## config.mk

```make
export PLATFORM = sky130hd
export DESIGN_NAME = beep_and_led_tick_controller
export DESIGN_NICKNAME = d
export VERILOG_FILES = /design/src/btc_pkg.sv /design/src/beep_and_led_tick_controller.sv /design/src/btc_rem.sv /design/src/btc_ctrl.sv /design/src/btc_dp.sv
export SDC_FILE = /design/constraint.sdc
export NUM_CORES = 1
export LEC_CHECK = 0
export ABC_AREA = 1
export BUFFER_PORTS_ARGS = -buffer_cell sky130_fd_sc_hd__buf_2
export CORE_MARGIN = 5
export CORE_UTILIZATION = 42
export CTS_BUF_LIST = sky130_fd_sc_hd__clkbuf_4 sky130_fd_sc_hd__clkbuf_8
export CTS_CLUSTER_SIZE = 30
export DETAILED_ROUTE_END_ITERATION = 10
export SYNTH_ARGS = -nofsm -noshare
export SYNTH_HDL_FRONTEND = slang
export SYNTH_HIERARCHICAL = 1
export SYNTH_SLANG_ARGS = --single-unit
```

## constraint.sdc

```tcl
create_clock -name i_clk -period 5.94 [get_ports i_clk]
set_clock_uncertainty 0.2 [all_clocks]
set_input_delay 1.188 -clock i_clk [delete_from_list [all_inputs] [get_ports i_clk]]
set_output_delay 1.188 -clock i_clk [all_outputs]
set_load 0.02 [all_outputs]
```

## src/btc_pkg.sv

```systemverilog
// shared types and constants for the beep and led tick controller
`timescale 1ns / 1ps
`default_nettype none

package btc_pkg;

    localparam int NUM_LEDS = 3;

    localparam int TICK_W  = 24;
    localparam int CFG_W   = 10;
    localparam int RING_W  = 8;
    localparam int LTIME_W = 24;
    localparam int IDX_W   = 3;

    // one dividend bit per step over the whole tick counter width
    localparam int DIV_STEPS = TICK_W;
    localparam int STEP_W    = $clog2(DIV_STEPS);

    localparam logic [TICK_W-1:0]  TICK_WRAP   = TICK_W'(10000000);
    localparam logic [LTIME_W-1:0] MS_PER_TICK = LTIME_W'(10);

    typedef logic [NUM_LEDS-1:0] t_leds;

    typedef enum logic [IDX_W-1:0] {
        CFG_BEEP_PERIOD  = 3'd0,
        CFG_BEEP_ON      = 3'd1,
        CFG_LED_PERIOD   = 3'd2,
        CFG_LED_ON       = 3'd3,
        CFG_LED_INTERVAL = 3'd4,
        CFG_BLINK_MASK   = 3'd5
    } t_cfg_idx;

    // controller to datapath
    typedef struct packed {
        logic load;
        logic step;
        logic finish;
    } t_dp_cmd;

    // datapath to controller
    typedef struct packed {
        logic out_free;
    } t_dp_stat;

endpackage

`default_nettype wire

```

## src/beep_and_led_tick_controller.sv

```systemverilog
// Beeper and LED tick controller. Each input word is one 10 ms tick; ring and LED
// loads it carries are applied before the tick. The tick counter, the modulo values
// against the beep period, blink period and check interval, and the burst phase modulo
// the beep period are found by four restoring remainder lanes that take one dividend
// bit per cycle: a word is accepted, run through 24 remainder steps, then its new
// state is committed into the output word once that is free. The next word is
// accepted in the cycle after the commit while the result may still wait to be taken.
// The user must write configuration through the plain write port only while no tick
// is in progress; the block does not enforce it. A zero period or interval acts as one.
`timescale 1ns / 1ps
`default_nettype none

module beep_and_led_tick_controller
    import btc_pkg::*;
(
    input  wire logic               i_clk,
    input  wire logic               i_rst_n,
    input  wire logic               i_cfg_we,
    input  wire logic [IDX_W-1:0]   i_cfg_idx,
    input  wire logic [CFG_W-1:0]   i_cfg_data,
    input  wire logic               i_valid,
    output logic                    o_ready,
    input  wire logic               i_ring_load_valid,
    input  wire logic [RING_W-1:0]  i_ring_count,
    input  wire logic               i_led_load_valid,
    input  wire logic [LTIME_W-1:0] i_led_time_ms,
    input  wire t_leds              i_led_enable,
    input  wire logic               i_always_on,
    output logic                    o_valid,
    input  wire logic               i_ready,
    output logic                    o_beep_level,
    output t_leds                   o_led_drive,
    output t_leds                   o_led_status_out,
    output logic [TICK_W-1:0]       o_ticks_now,
    output logic [RING_W-1:0]       o_rings_left,
    output logic [LTIME_W-1:0]      o_led_time_left
);

    t_dp_cmd  w_cmd;
    t_dp_stat w_stat;

    btc_ctrl u_ctrl (
        .i_clk   (i_clk),
        .i_rst_n (i_rst_n),
        .i_valid (i_valid),
        .o_ready (o_ready),
        .i_stat  (w_stat),
        .o_cmd   (w_cmd)
    );

    btc_dp u_dp (
        .i_clk             (i_clk),
        .i_rst_n           (i_rst_n),
        .i_cmd             (w_cmd),
        .o_stat            (w_stat),
        .i_cfg_we          (i_cfg_we),
        .i_cfg_idx         (i_cfg_idx),
        .i_cfg_data        (i_cfg_data),
        .i_ring_load_valid (i_ring_load_valid),
        .i_ring_count      (i_ring_count),
        .i_led_load_valid  (i_led_load_valid),
        .i_led_time_ms     (i_led_time_ms),
        .i_led_enable      (i_led_enable),
        .i_always_on       (i_always_on),
        .o_valid           (o_valid),
        .i_ready           (i_ready),
        .o_beep_level      (o_beep_level),
        .o_led_drive       (o_led_drive),
        .o_led_status_out  (o_led_status_out),
        .o_ticks_now       (o_ticks_now),
        .o_rings_left      (o_rings_left),
        .o_led_time_left   (o_led_time_left)
    );

endmodule

`default_nettype wire

```

## src/btc_rem.sv

```systemverilog
// restoring remainder lane, one dividend bit per step
`timescale 1ns / 1ps
`default_nettype none

module btc_rem
    import btc_pkg::*;
(
    input  wire logic              i_clk,
    input  wire logic              i_init,
    input  wire logic              i_step,
    input  wire logic [TICK_W-1:0] i_dividend,
    input  wire logic [CFG_W-1:0]  i_divisor,
    output logic      [CFG_W-1:0]  o_rem
);

    logic [TICK_W-1:0] r_dvd, n_dvd;
    logic [CFG_W-1:0]  r_rem, n_rem;
    logic [CFG_W:0]    w_trial;

    always_comb begin
        w_trial = {r_rem, r_dvd[TICK_W-1]};
        n_dvd   = r_dvd;
        n_rem   = r_rem;
        if (i_init) begin
            n_dvd = i_dividend;
            n_rem = '0;
        end else if (i_step) begin
            n_dvd = {r_dvd[TICK_W-2:0], 1'b0};
            // partial remainder stays below the divisor, so it fits the divisor width
            if (w_trial >= {1'b0, i_divisor}) begin
                n_rem = CFG_W'(w_trial - {1'b0, i_divisor});
            end else begin
                n_rem = w_trial[CFG_W-1:0];
            end
        end
    end

    always_ff @(posedge i_clk) begin
        r_dvd <= n_dvd;
        r_rem <= n_rem;
    end

    assign o_rem = r_rem;

endmodule

`default_nettype wire

```

## src/btc_ctrl.sv

```systemverilog
// controller: word accept, remainder step count and commit
`timescale 1ns / 1ps
`default_nettype none

module btc_ctrl
    import btc_pkg::*;
(
    input  wire logic     i_clk,
    input  wire logic     i_rst_n,
    input  wire logic     i_valid,
    output logic          o_ready,
    input  wire t_dp_stat i_stat,
    output t_dp_cmd       o_cmd
);

    typedef enum logic [2:0] {
        ST_IDLE = 3'b001,
        ST_DIV  = 3'b010,
        ST_DONE = 3'b100
    } t_state;

    t_state            r_state, n_state;
    logic [STEP_W-1:0] r_step_cnt, n_step_cnt;

    always_comb begin
        n_state    = r_state;
        n_step_cnt = r_step_cnt;
        o_ready    = 1'b0;
        o_cmd      = '0;
        case (r_state)
            ST_IDLE: begin
                o_ready = 1'b1;
                if (i_valid) begin
                    o_cmd.load = 1'b1;
                    n_step_cnt = '0;
                    n_state    = ST_DIV;
                end
            end
            ST_DIV: begin
                o_cmd.step = 1'b1;
                n_step_cnt = r_step_cnt + 1'b1;
                if (r_step_cnt == STEP_W'(DIV_STEPS - 1)) begin
                    n_step_cnt = '0;
                    n_state    = ST_DONE;
                end
            end
            ST_DONE: begin
                if (i_stat.out_free) begin
                    o_cmd.finish = 1'b1;
                    n_state      = ST_IDLE;
                end
            end
            default: begin
                n_state = ST_IDLE;
            end
        endcase
    end

    always_ff @(posedge i_clk) begin
        if (!i_rst_n) begin
            r_state    <= ST_IDLE;
            r_step_cnt <= '0;
        end else begin
            r_state    <= n_state;
            r_step_cnt <= n_step_cnt;
        end
    end

    a_step_range: assert property (@(posedge i_clk) disable iff (!i_rst_n)
        r_step_cnt <= STEP_W'(DIV_STEPS - 1))
        else $error("step count out of range");

    a_div_len: assert property (@(posedge i_clk) disable iff (!i_rst_n)
        (r_state == ST_DIV && r_step_cnt == STEP_W'(DIV_STEPS - 1)) |=> r_state == ST_DONE)
        else $error("remainder pass did not end");

    a_finish_once: assert property (@(posedge i_clk) disable iff (!i_rst_n)
        o_cmd.finish |=> !o_cmd.finish && o_ready)
        else $error("commit not followed by idle");

endmodule

`default_nettype wire

```

## src/btc_dp.sv

```systemverilog
// datapath: config, tick state, remainder lanes, beeper and led logic, output word
`timescale 1ns / 1ps
`default_nettype none

module btc_dp
    import btc_pkg::*;
(
    input  wire logic               i_clk,
    input  wire logic               i_rst_n,
    input  wire t_dp_cmd            i_cmd,
    output t_dp_stat                o_stat,
    input  wire logic               i_cfg_we,
    input  wire logic [IDX_W-1:0]   i_cfg_idx,
    input  wire logic [CFG_W-1:0]   i_cfg_data,
    input  wire logic               i_ring_load_valid,
    input  wire logic [RING_W-1:0]  i_ring_count,
    input  wire logic               i_led_load_valid,
    input  wire logic [LTIME_W-1:0] i_led_time_ms,
    input  wire t_leds              i_led_enable,
    input  wire logic               i_always_on,
    output logic                    o_valid,
    input  wire logic               i_ready,
    output logic                    o_beep_level,
    output t_leds                   o_led_drive,
    output t_leds                   o_led_status_out,
    output logic [TICK_W-1:0]       o_ticks_now,
    output logic [RING_W-1:0]       o_rings_left,
    output logic [LTIME_W-1:0]      o_led_time_left
);

    // configuration
    logic [CFG_W-1:0] r_beep_period, r_beep_on, r_led_period, r_led_on, r_led_interval;
    t_leds            r_blink_mask;

    // tick state
    logic [TICK_W-1:0]  r_tick_count, n_tick_count;
    logic               r_burst_active, n_burst_active;
    logic [CFG_W-1:0]   r_burst_phase, n_burst_phase;
    logic [RING_W-1:0]  r_rings, n_rings;
    logic [LTIME_W-1:0] r_led_timeout, n_led_timeout;
    t_leds              r_led_status, n_led_status;
    logic               r_keep_on, n_keep_on;
    t_leds              r_led_pins, n_led_pins;

    // output word
    logic               r_out_valid, n_out_valid;
    logic               r_out_beep, n_out_beep;
    t_leds              r_out_drive, n_out_drive;
    t_leds              r_out_status, n_out_status;
    logic [TICK_W-1:0]  r_out_ticks, n_out_ticks;
    logic [RING_W-1:0]  r_out_rings, n_out_rings;
    logic [LTIME_W-1:0] r_out_time, n_out_time;

    logic [CFG_W-1:0]   w_bp, w_lp, w_ci;
    logic [TICK_W:0]    w_tick_inc;
    logic [TICK_W-1:0]  w_tick_next;
    logic [CFG_W-1:0]   w_mod_bp, w_mod_lp, w_mod_ci, w_mod_phase;
    logic [CFG_W-1:0]   w_phase_inc;
    logic               w_window;

    // zero periods behave as one
    assign w_bp = (r_beep_period  == '0) ? CFG_W'(1) : r_beep_period;
    assign w_lp = (r_led_period   == '0) ? CFG_W'(1) : r_led_period;
    assign w_ci = (r_led_interval == '0) ? CFG_W'(1) : r_led_interval;

    assign w_tick_inc  = {1'b0, r_tick_count} + (TICK_W+1)'(1);
    assign w_tick_next = (w_tick_inc > {1'b0, TICK_WRAP}) ? '0 : w_tick_inc[TICK_W-1:0];

    btc_rem u_rem_bp (
        .i_clk      (i_clk),
        .i_init     (i_cmd.load),
        .i_step     (i_cmd.step),
        .i_dividend (w_tick_next),
        .i_divisor  (w_bp),
        .o_rem      (w_mod_bp)
    );

    btc_rem u_rem_lp (
        .i_clk      (i_clk),
        .i_init     (i_cmd.load),
        .i_step     (i_cmd.step),
        .i_dividend (w_tick_next),
        .i_divisor  (w_lp),
        .o_rem      (w_mod_lp)
    );

    btc_rem u_rem_ci (
        .i_clk      (i_clk),
        .i_init     (i_cmd.load),
        .i_step     (i_cmd.step),
        .i_dividend (w_tick_next),
        .i_divisor  (w_ci),
        .o_rem      (w_mod_ci)
    );

    btc_rem u_rem_phase (
        .i_clk      (i_clk),
        .i_init     (i_cmd.load),
        .i_step     (i_cmd.step),
        .i_dividend ({(TICK_W-CFG_W)'(0), r_burst_phase}),
        .i_divisor  (w_bp),
        .o_rem      (w_mod_phase)
    );

    assign w_phase_inc = r_burst_phase + CFG_W'(1);
    assign w_window    = w_mod_lp < r_led_on;

    always_comb begin
        n_tick_count   = r_tick_count;
        n_burst_active = r_burst_active;
        n_burst_phase  = r_burst_phase;
        n_rings        = r_rings;
        n_led_timeout  = r_led_timeout;
        n_led_status   = r_led_status;
        n_keep_on      = r_keep_on;
        n_led_pins     = r_led_pins;
        n_out_valid    = r_out_valid;
        n_out_beep     = r_out_beep;
        n_out_drive    = r_out_drive;
        n_out_status   = r_out_status;
        n_out_ticks    = r_out_ticks;
        n_out_rings    = r_out_rings;
        n_out_time     = r_out_time;

        if (r_out_valid && i_ready) begin
            n_out_valid = 1'b0;
        end

        if (i_cmd.load) begin
            // software loads go in before the tick
            n_tick_count = w_tick_next;
            if (i_ring_load_valid) begin
                n_rings = i_ring_count;
            end
            if (i_led_load_valid) begin
                n_led_timeout = i_led_time_ms;
                n_led_status  = i_led_enable;
                n_keep_on     = i_always_on;
            end
        end

        if (i_cmd.finish) begin
            // beeper
            n_out_beep = r_burst_active && (w_mod_phase < r_beep_on);
            if (r_burst_active && (w_phase_inc < w_bp)) begin
                n_burst_phase = w_phase_inc;
            end else begin
                n_burst_active = 1'b0;
                n_burst_phase  = '0;
            end
            if (w_mod_bp == '0 && r_rings != '0) begin
                n_rings        = r_rings - RING_W'(1);
                n_burst_phase  = '0;
                n_burst_active = 1'b1;
            end

            // leds
            if (w_mod_ci == '0) begin
                n_led_pins = r_led_pins | (r_led_status & (~r_blink_mask | {NUM_LEDS{w_window}}));
            end else if (w_mod_ci == (w_ci >> 1) && !r_keep_on) begin
                n_led_pins = '0;
            end

            // timeout, expiry drops status and keep-on
            if (r_led_timeout < MS_PER_TICK) begin
                n_led_timeout = '0;
                n_led_status  = '0;
                n_keep_on     = 1'b0;
            end else begin
                n_led_timeout = r_led_timeout - MS_PER_TICK;
                if (r_led_timeout == MS_PER_TICK) begin
                    n_led_status = '0;
                    n_keep_on    = 1'b0;
                end
            end

            n_out_drive  = n_led_pins;
            n_out_status = n_led_status;
            n_out_ticks  = r_tick_count;
            n_out_rings  = n_rings;
            n_out_time   = n_led_timeout;
            n_out_valid  = 1'b1;
        end
    end

    always_ff @(posedge i_clk) begin
        if (!i_rst_n) begin
            r_beep_period  <= CFG_W'(10);
            r_beep_on      <= CFG_W'(5);
            r_led_period   <= CFG_W'(20);
            r_led_on       <= CFG_W'(10);
            r_led_interval <= CFG_W'(100);
            r_blink_mask   <= '0;
        end else if (i_cfg_we) begin
            case (i_cfg_idx)
                CFG_BEEP_PERIOD:  r_beep_period  <= i_cfg_data;
                CFG_BEEP_ON:      r_beep_on      <= i_cfg_data;
                CFG_LED_PERIOD:   r_led_period   <= i_cfg_data;
                CFG_LED_ON:       r_led_on       <= i_cfg_data;
                CFG_LED_INTERVAL: r_led_interval <= i_cfg_data;
                CFG_BLINK_MASK:   r_blink_mask   <= i_cfg_data[NUM_LEDS-1:0];
                default: begin
                end
            endcase
        end
    end

    always_ff @(posedge i_clk) begin
        if (!i_rst_n) begin
            r_tick_count   <= '0;
            r_burst_active <= 1'b0;
            r_burst_phase  <= '0;
            r_rings        <= '0;
            r_led_timeout  <= '0;
            r_led_status   <= '0;
            r_keep_on      <= 1'b0;
            r_led_pins     <= '0;
            r_out_valid    <= 1'b0;
            r_out_beep     <= 1'b0;
            r_out_drive    <= '0;
            r_out_status   <= '0;
            r_out_ticks    <= '0;
            r_out_rings    <= '0;
            r_out_time     <= '0;
        end else begin
            r_tick_count   <= n_tick_count;
            r_burst_active <= n_burst_active;
            r_burst_phase  <= n_burst_phase;
            r_rings        <= n_rings;
            r_led_timeout  <= n_led_timeout;
            r_led_status   <= n_led_status;
            r_keep_on      <= n_keep_on;
            r_led_pins     <= n_led_pins;
            r_out_valid    <= n_out_valid;
            r_out_beep     <= n_out_beep;
            r_out_drive    <= n_out_drive;
            r_out_status   <= n_out_status;
            r_out_ticks    <= n_out_ticks;
            r_out_rings    <= n_out_rings;
            r_out_time     <= n_out_time;
        end
    end

    // output word has its own registers so the next word's loads leave it alone
    assign o_stat.out_free  = !r_out_valid || i_ready;
    assign o_valid          = r_out_valid;
    assign o_beep_level     = r_out_beep;
    assign o_led_drive      = r_out_drive;
    assign o_led_status_out = r_out_status;
    assign o_ticks_now      = r_out_ticks;
    assign o_rings_left     = r_out_rings;
    assign o_led_time_left  = r_out_time;

    a_tick_wrap: assert property (@(posedge i_clk) disable iff (!i_rst_n)
        r_tick_count <= TICK_WRAP)
        else $error("tick counter past wrap");

    a_idle_phase: assert property (@(posedge i_clk) disable iff (!i_rst_n)
        !r_burst_active |-> r_burst_phase == '0)
        else $error("phase left over outside a burst");

    a_expiry: assert property (@(posedge i_clk) disable iff (!i_rst_n)
        (i_cmd.finish && n_led_timeout == '0) |=> (r_led_status == '0 && !r_keep_on))
        else $error("expired timeout left led status set");

    a_no_load_busy: assert property (@(posedge i_clk) disable iff (!i_rst_n)
        (r_out_valid && !i_ready) |-> !i_cmd.finish)
        else $error("commit over an untaken word");

endmodule

`default_nettype wire

```

Yosys cells after proc, flatten, opt, wreduce, memory -nomap -nowiden
Index checks and enable logic that the tools add are counted.
{ "word_totals": {"output_inout_bits": 65, "reg_bits": 332, "inputBits": 56} }
{ "classes": {"mux": 55, "bitwise": 4, "n_addsub": 9, "magnitude_cmp": 9, "n_reduce_logical": 32, "eq_ne": 15} }
{ "op_table": {"columns": ["op", "n"], "rows": [
  ["two-way mux 24 bit", 11],
  ["two-way mux 10 bit", 11],
  ["logical NOT 10 bit", 5],
  ["greater-or-equal comparator 11 x 10 -> 1 bit", 4],
  ["subtractor 10 bit", 4],
  ["two-way mux 8 bit", 4],
  ["less-than comparator 10 bit", 3],
  ["two-way mux 3 bit", 10],
  ["adder 24 x 1 -> 25 bit (second input constant)", 1],
  ["> comparator 25 x 24 -> 1 bit (second input constant)", 1],
  ["== test 24 x 4 -> 1 bit (second input constant)", 1],
  ["less-than comparator 24 x 4 -> 1 bit (second input constant)", 1],
  ["subtractor 24 x 4 -> 24 bit (second input constant)", 1],
  ["AND reduction 2 bit", 10],
  ["two-way mux 1 bit", 15],
  ["nonzero test 2 bit", 6],
  ["adder 10 x 1 -> 10 bit (second input constant)", 1],
  ["== test 10 x 9 -> 1 bit", 1],
  ["two-way mux 5 bit", 2],
  ["case mux 5 bit (2 select lines)", 1],
  ["== test 3 x 2 -> 1 bit (second input constant)", 3],
  ["== test 3 bit (second input constant)", 3],
  ["case mux 3 bit (3 select lines)", 1],
  ["nonzero test 8 bit", 1],
  ["14 further kinds", 23]
]} }

Logic depth before layout (Yosys ltp)
{ "depth": {"depth_word": 6, "depth_mapped": 20, "ltp_nobuf": 19} }

By module
The synthesis kept the hierarchy.
{ "modules_own_cells": {"columns": ["module", "area_each_um2", "seq_area_each_um2", "n_inst", "cells_per_inst"], "rows": [
  ["btc_dp", 9628.0, 3763.6, 1, 1357],
  ["btc_rem", 2137.0, 920.9, 4, 292],
  ["btc_ctrl", 473.0, 160.2, 1, 63]
]} }

Worst setup path before layout
No wires, ideal clock.
{ "synth_path": {"kind": "input to register", "startpoint": "input port i_valid", "endpoint": "register u_dp.u_rem_bp.r_dvd[0] (enable)", "slack_ns": 2.928, "setup_ns": 0.379, "cell_stages": 6, "t_arrival_ns": 2.433, "cell_sequence": "nand4_2 inv_1 buf_4 nor2_1 buf_4 inv_1"} }
{ "synth_lines": {"columns": ["element", "line", "rtl"], "rows": [
  ["start, declared", "beep_and_led_tick_controller.sv:21", "input wire logic i_valid,"],
  ["end signal, assigned", "btc_rem.sv:39", "r_dvd <= n_dvd;"],
  ["end, declared", "btc_rem.sv:16", "logic [TICK_W-1:0] r_dvd, n_dvd;"]
]} }

==> results.toml <==
[drt]
remaining_drc_errors = 0
vias = 16578
vias_per_cell = 5.01
drtIter0Drc = 1151
wl_per_cell_um = 14.7
ant_nets = 0
first_pass_iters = 5
wl_um = 48500

[setup_path]
r2r-start = "u_dp/r_burst_phase[0]$_SDFFE_PN0P_"
reg2regPathDepth = 15
path_class = "in2reg"
reg2reg_to = "u_dp/r_burst_phase[2]$_SDFFE_PN0P_"
critPathSlowestCell = "buf_4"
crit_arrival_ns = 3.67
endpoint_kind = "flop"
crit_family = "buffers and inverters"
cp_cell_sequence = "buf_2, inv_1, nand2_1, inv_1, nor4_2, buf_4, nand2_1, inv_1, o21ai_0, a221oi_1"
r2r_slack_ns = 2.65
cpMostUsedCell = "inv_1"
cp.buffers_inverters = 5
cpPeakStageDelay_ns = 0.59
crit_required_ns = 6.28
startpoint_type = "input port"
crit_fanout = 68

[sta]
max_freq_mhz = 300
tightest_slew_ns = 1.10
slew_headroom_pct = 26.4
rsz0062_at_grt = "no"
drv_slew = 0
hold_slack_ns = 0.263
period_needed_ns = 3.33
setup_tns_ns = 0
min_period_over_period_pct = 56.1
setup_viol = 0
hold_violations = 0
setup_slack_ns = 2.61

[worst_hold_path]
hp-start = "u_dp/r_led_on[0]$_SDFFE_PN0P_"
holdPathEnd = "u_dp/r_led_on[0]$_SDFFE_PN0P_"
hold_class = "reg2reg"
hold_depth = 2

[logic_synthesis]
synthesis.area_um2 = 18600
ys_seq_elements = 332
syn_inst = 2588
ys_types = 49
ys_seq_area_share_pct = 40.8
yosys_warnings = 6
syn-mean-instance-area_um2 = 7.21

[grt]
gr-usage-met2_pct = 33.5
grt_pass1_vias = 15882
grt.met3_usage_pct = 3.50
grt.total_usage_pct = 19.8
busiest_layer = "met2"
grt_pass1_wl_um = 79400
grt_max_degree = 85
antenna_found_initial = 1
met1_usage_pct = 25.6
grt_overflow_total = 0

[clock_tree]
insertion_delay_ns = 0.65
clock_sinks = 332
post-cts-setup-buffers = 0
htree_levels = 2
cts_resized = 0
clk_path_buf_depth = 3
cts.clk_slew.worst_paths_ns = 0.06
cts_made_buffers = 58
ctsHoldBuffers = 0
cts_tree = "done"
root_buffer = "clkbuf_8"

[layout]
layout_commonest_cell = "nand2_1"
mostFrequentLayoutCells = "738 x nand2_1, 325 x inv_1, 236 x dfxtp_1, 174 x a21oi_1, 170 x nor2_1"
drive_gt1_share_pct = 13.9
final_nets = 2802
antenna_cells = 0
multiInputGateArea_um2 = 9220
design_area_um2 = 20800
final_cells = 3306
fillerInstances = 4480
area_growth_pct = 11.7
register_area_um2 = 7610

[floorplanning]
core_region_area_um2 = 44000
start_util_pct = 42.4
dieArea_um2 = 48700
io_pins = 121
die_h_um = 221
die_x_um = 221
rows = 77

[pwr]
p_leak_nw = 9.95
vdd_drop_max_v = 0.000193
power_density_nw_per_um2 = 305

[place]
place_ws_ns = 1.96
placed_area_um2 = 19500
dp.cells = 3200
gp_congestion = 0.876
port_buffers = 120
hpwl_um = 34900

[run]
maxCapViolCount = 0

[outcome]
status = "complete, no violations"
[synthesized netlist by cell type, drive strengths merged]
cell     number  area share, %
edfxtp       96             15
nand4        77            2.8
fa            4           0.43
nand3       163            4.5
buf          23            1.1
mux2i         2           0.11
nand3b        2          0.080
o21ai       162            4.3
nor3         11           0.30
o21bai        2          0.080
conb          1          0.020
o2111ai       1          0.047
nand2       792             17
clkbuf       98            2.1
a221oi       10           0.47
dfxtp       236             25
a31oi         1          0.034
a21oi       195            5.7
and2          4           0.19
xnor2        19           0.89
nor2        190            4.3
a21boi        1          0.040
nor4         15           0.50
xor2         28            1.3
a211oi        2          0.080
o21a          6           0.24
a31o          3           0.14
or2          20           0.67
inv         343            6.9
ha           74            5.0
o211ai        7           0.28
[worst max path at each step]
| stage | to | slack [ns] | start | depth (start not counted) |
|---|---|---|---|---|
| final | u_dp/r_led_timeout[15]$_SDFFE_PN0P_ | 2.61 | i_ready | 10 |
| after global routing | u_dp/r_led_timeout[15]$_SDFFE_PN0P_ | 2.24 | i_ready | 10 |
| after CTS | u_dp/r_led_timeout[15]$_SDFFE_PN0P_ | 2.67 | i_ready | 10 |
| after detailed placement | u_dp/r_led_timeout[15]$_SDFFE_PN0P_ | 1.96 | i_ready | 10 |
| after global placement | u_dp/r_led_timeout[15]$_SDFFE_PN0P_ | 2.03 | i_ready | 10 |
| after floorplan | u_dp/u_rem_bp/r_dvd[0]$_SDFFCE_PN0P_ | 2.93 | i_valid | 6 |
[sequential cells by signal (all words and copies together), names as in the netlist, 24 cells and up]
| signal | flops |
|---|---|
| u_dp/o_led_time_left | 24 |
| u_dp/o_ticks_now | 24 |
| u_dp/r_led_timeout | 24 |
| u_dp/r_tick_count | 24 |
| u_dp/u_rem_bp/r_dvd | 24 |
| u_dp/u_rem_ci/r_dvd | 24 |
| u_dp/u_rem_lp/r_dvd | 24 |
| u_dp/u_rem_phase/r_dvd | 24 |
[where the power goes]
group / internal [mW] / switching [mW]
logic: 0.377 / 0.843
registers: 2.65 / 0.151
clock network: 1.34 / 0.991
total: 4.37 / 1.98
[through the flow]
| step | utilization (%) | power (mW) |
|---|---|---|
| after CTS | 47.3 | 6.43 |
| after floorplan | - | 3.75 |
| after global routing | 47.3 | 6.73 |
| after detailed placement | 44.4 | 4.07 |
| after global placement | 44.4 | 4.03 |
| final | 47.3 | 6.35 |
[tightest hold or removal path, stage by stage (launching register included)]
cell,delay (ns)
dfxtp_1,0.30
inv_1,0.06
a21oi_1,0.06
[final cells by class]
class	count	share of cell area (%)
multi-input combinational	1805	44.3
clock inverter	18	0.859
tap	592	3.56
inverter	343	6.22
timing repair buffer	128	3.18
sequential	332	36.5
clock buffer	88	5.39
[cell families after synthesis]
group / share of synthesized area, %
other: 0.0201
XOR/XNOR: 2.21
flip-flops: 40.8
multiplexers: 0.107
buffers and inverters: 10.1
adder cells (fa/ha/maj): 5.39
AND/OR/NAND/NOR: 30.0
AO/OA/AOI/OAI: 11.4
[metal layers]
metal  wire length (µm)  up-vias  part of all wire [%]
li1                   -     8530                     -
met2              22700      296                    47
met1              22200     7658                    46
met4               1330        2                   2.7
met3               2180       92                   4.5
met5                 13        -                 0.027
Power figures use the tool's default switching activity.
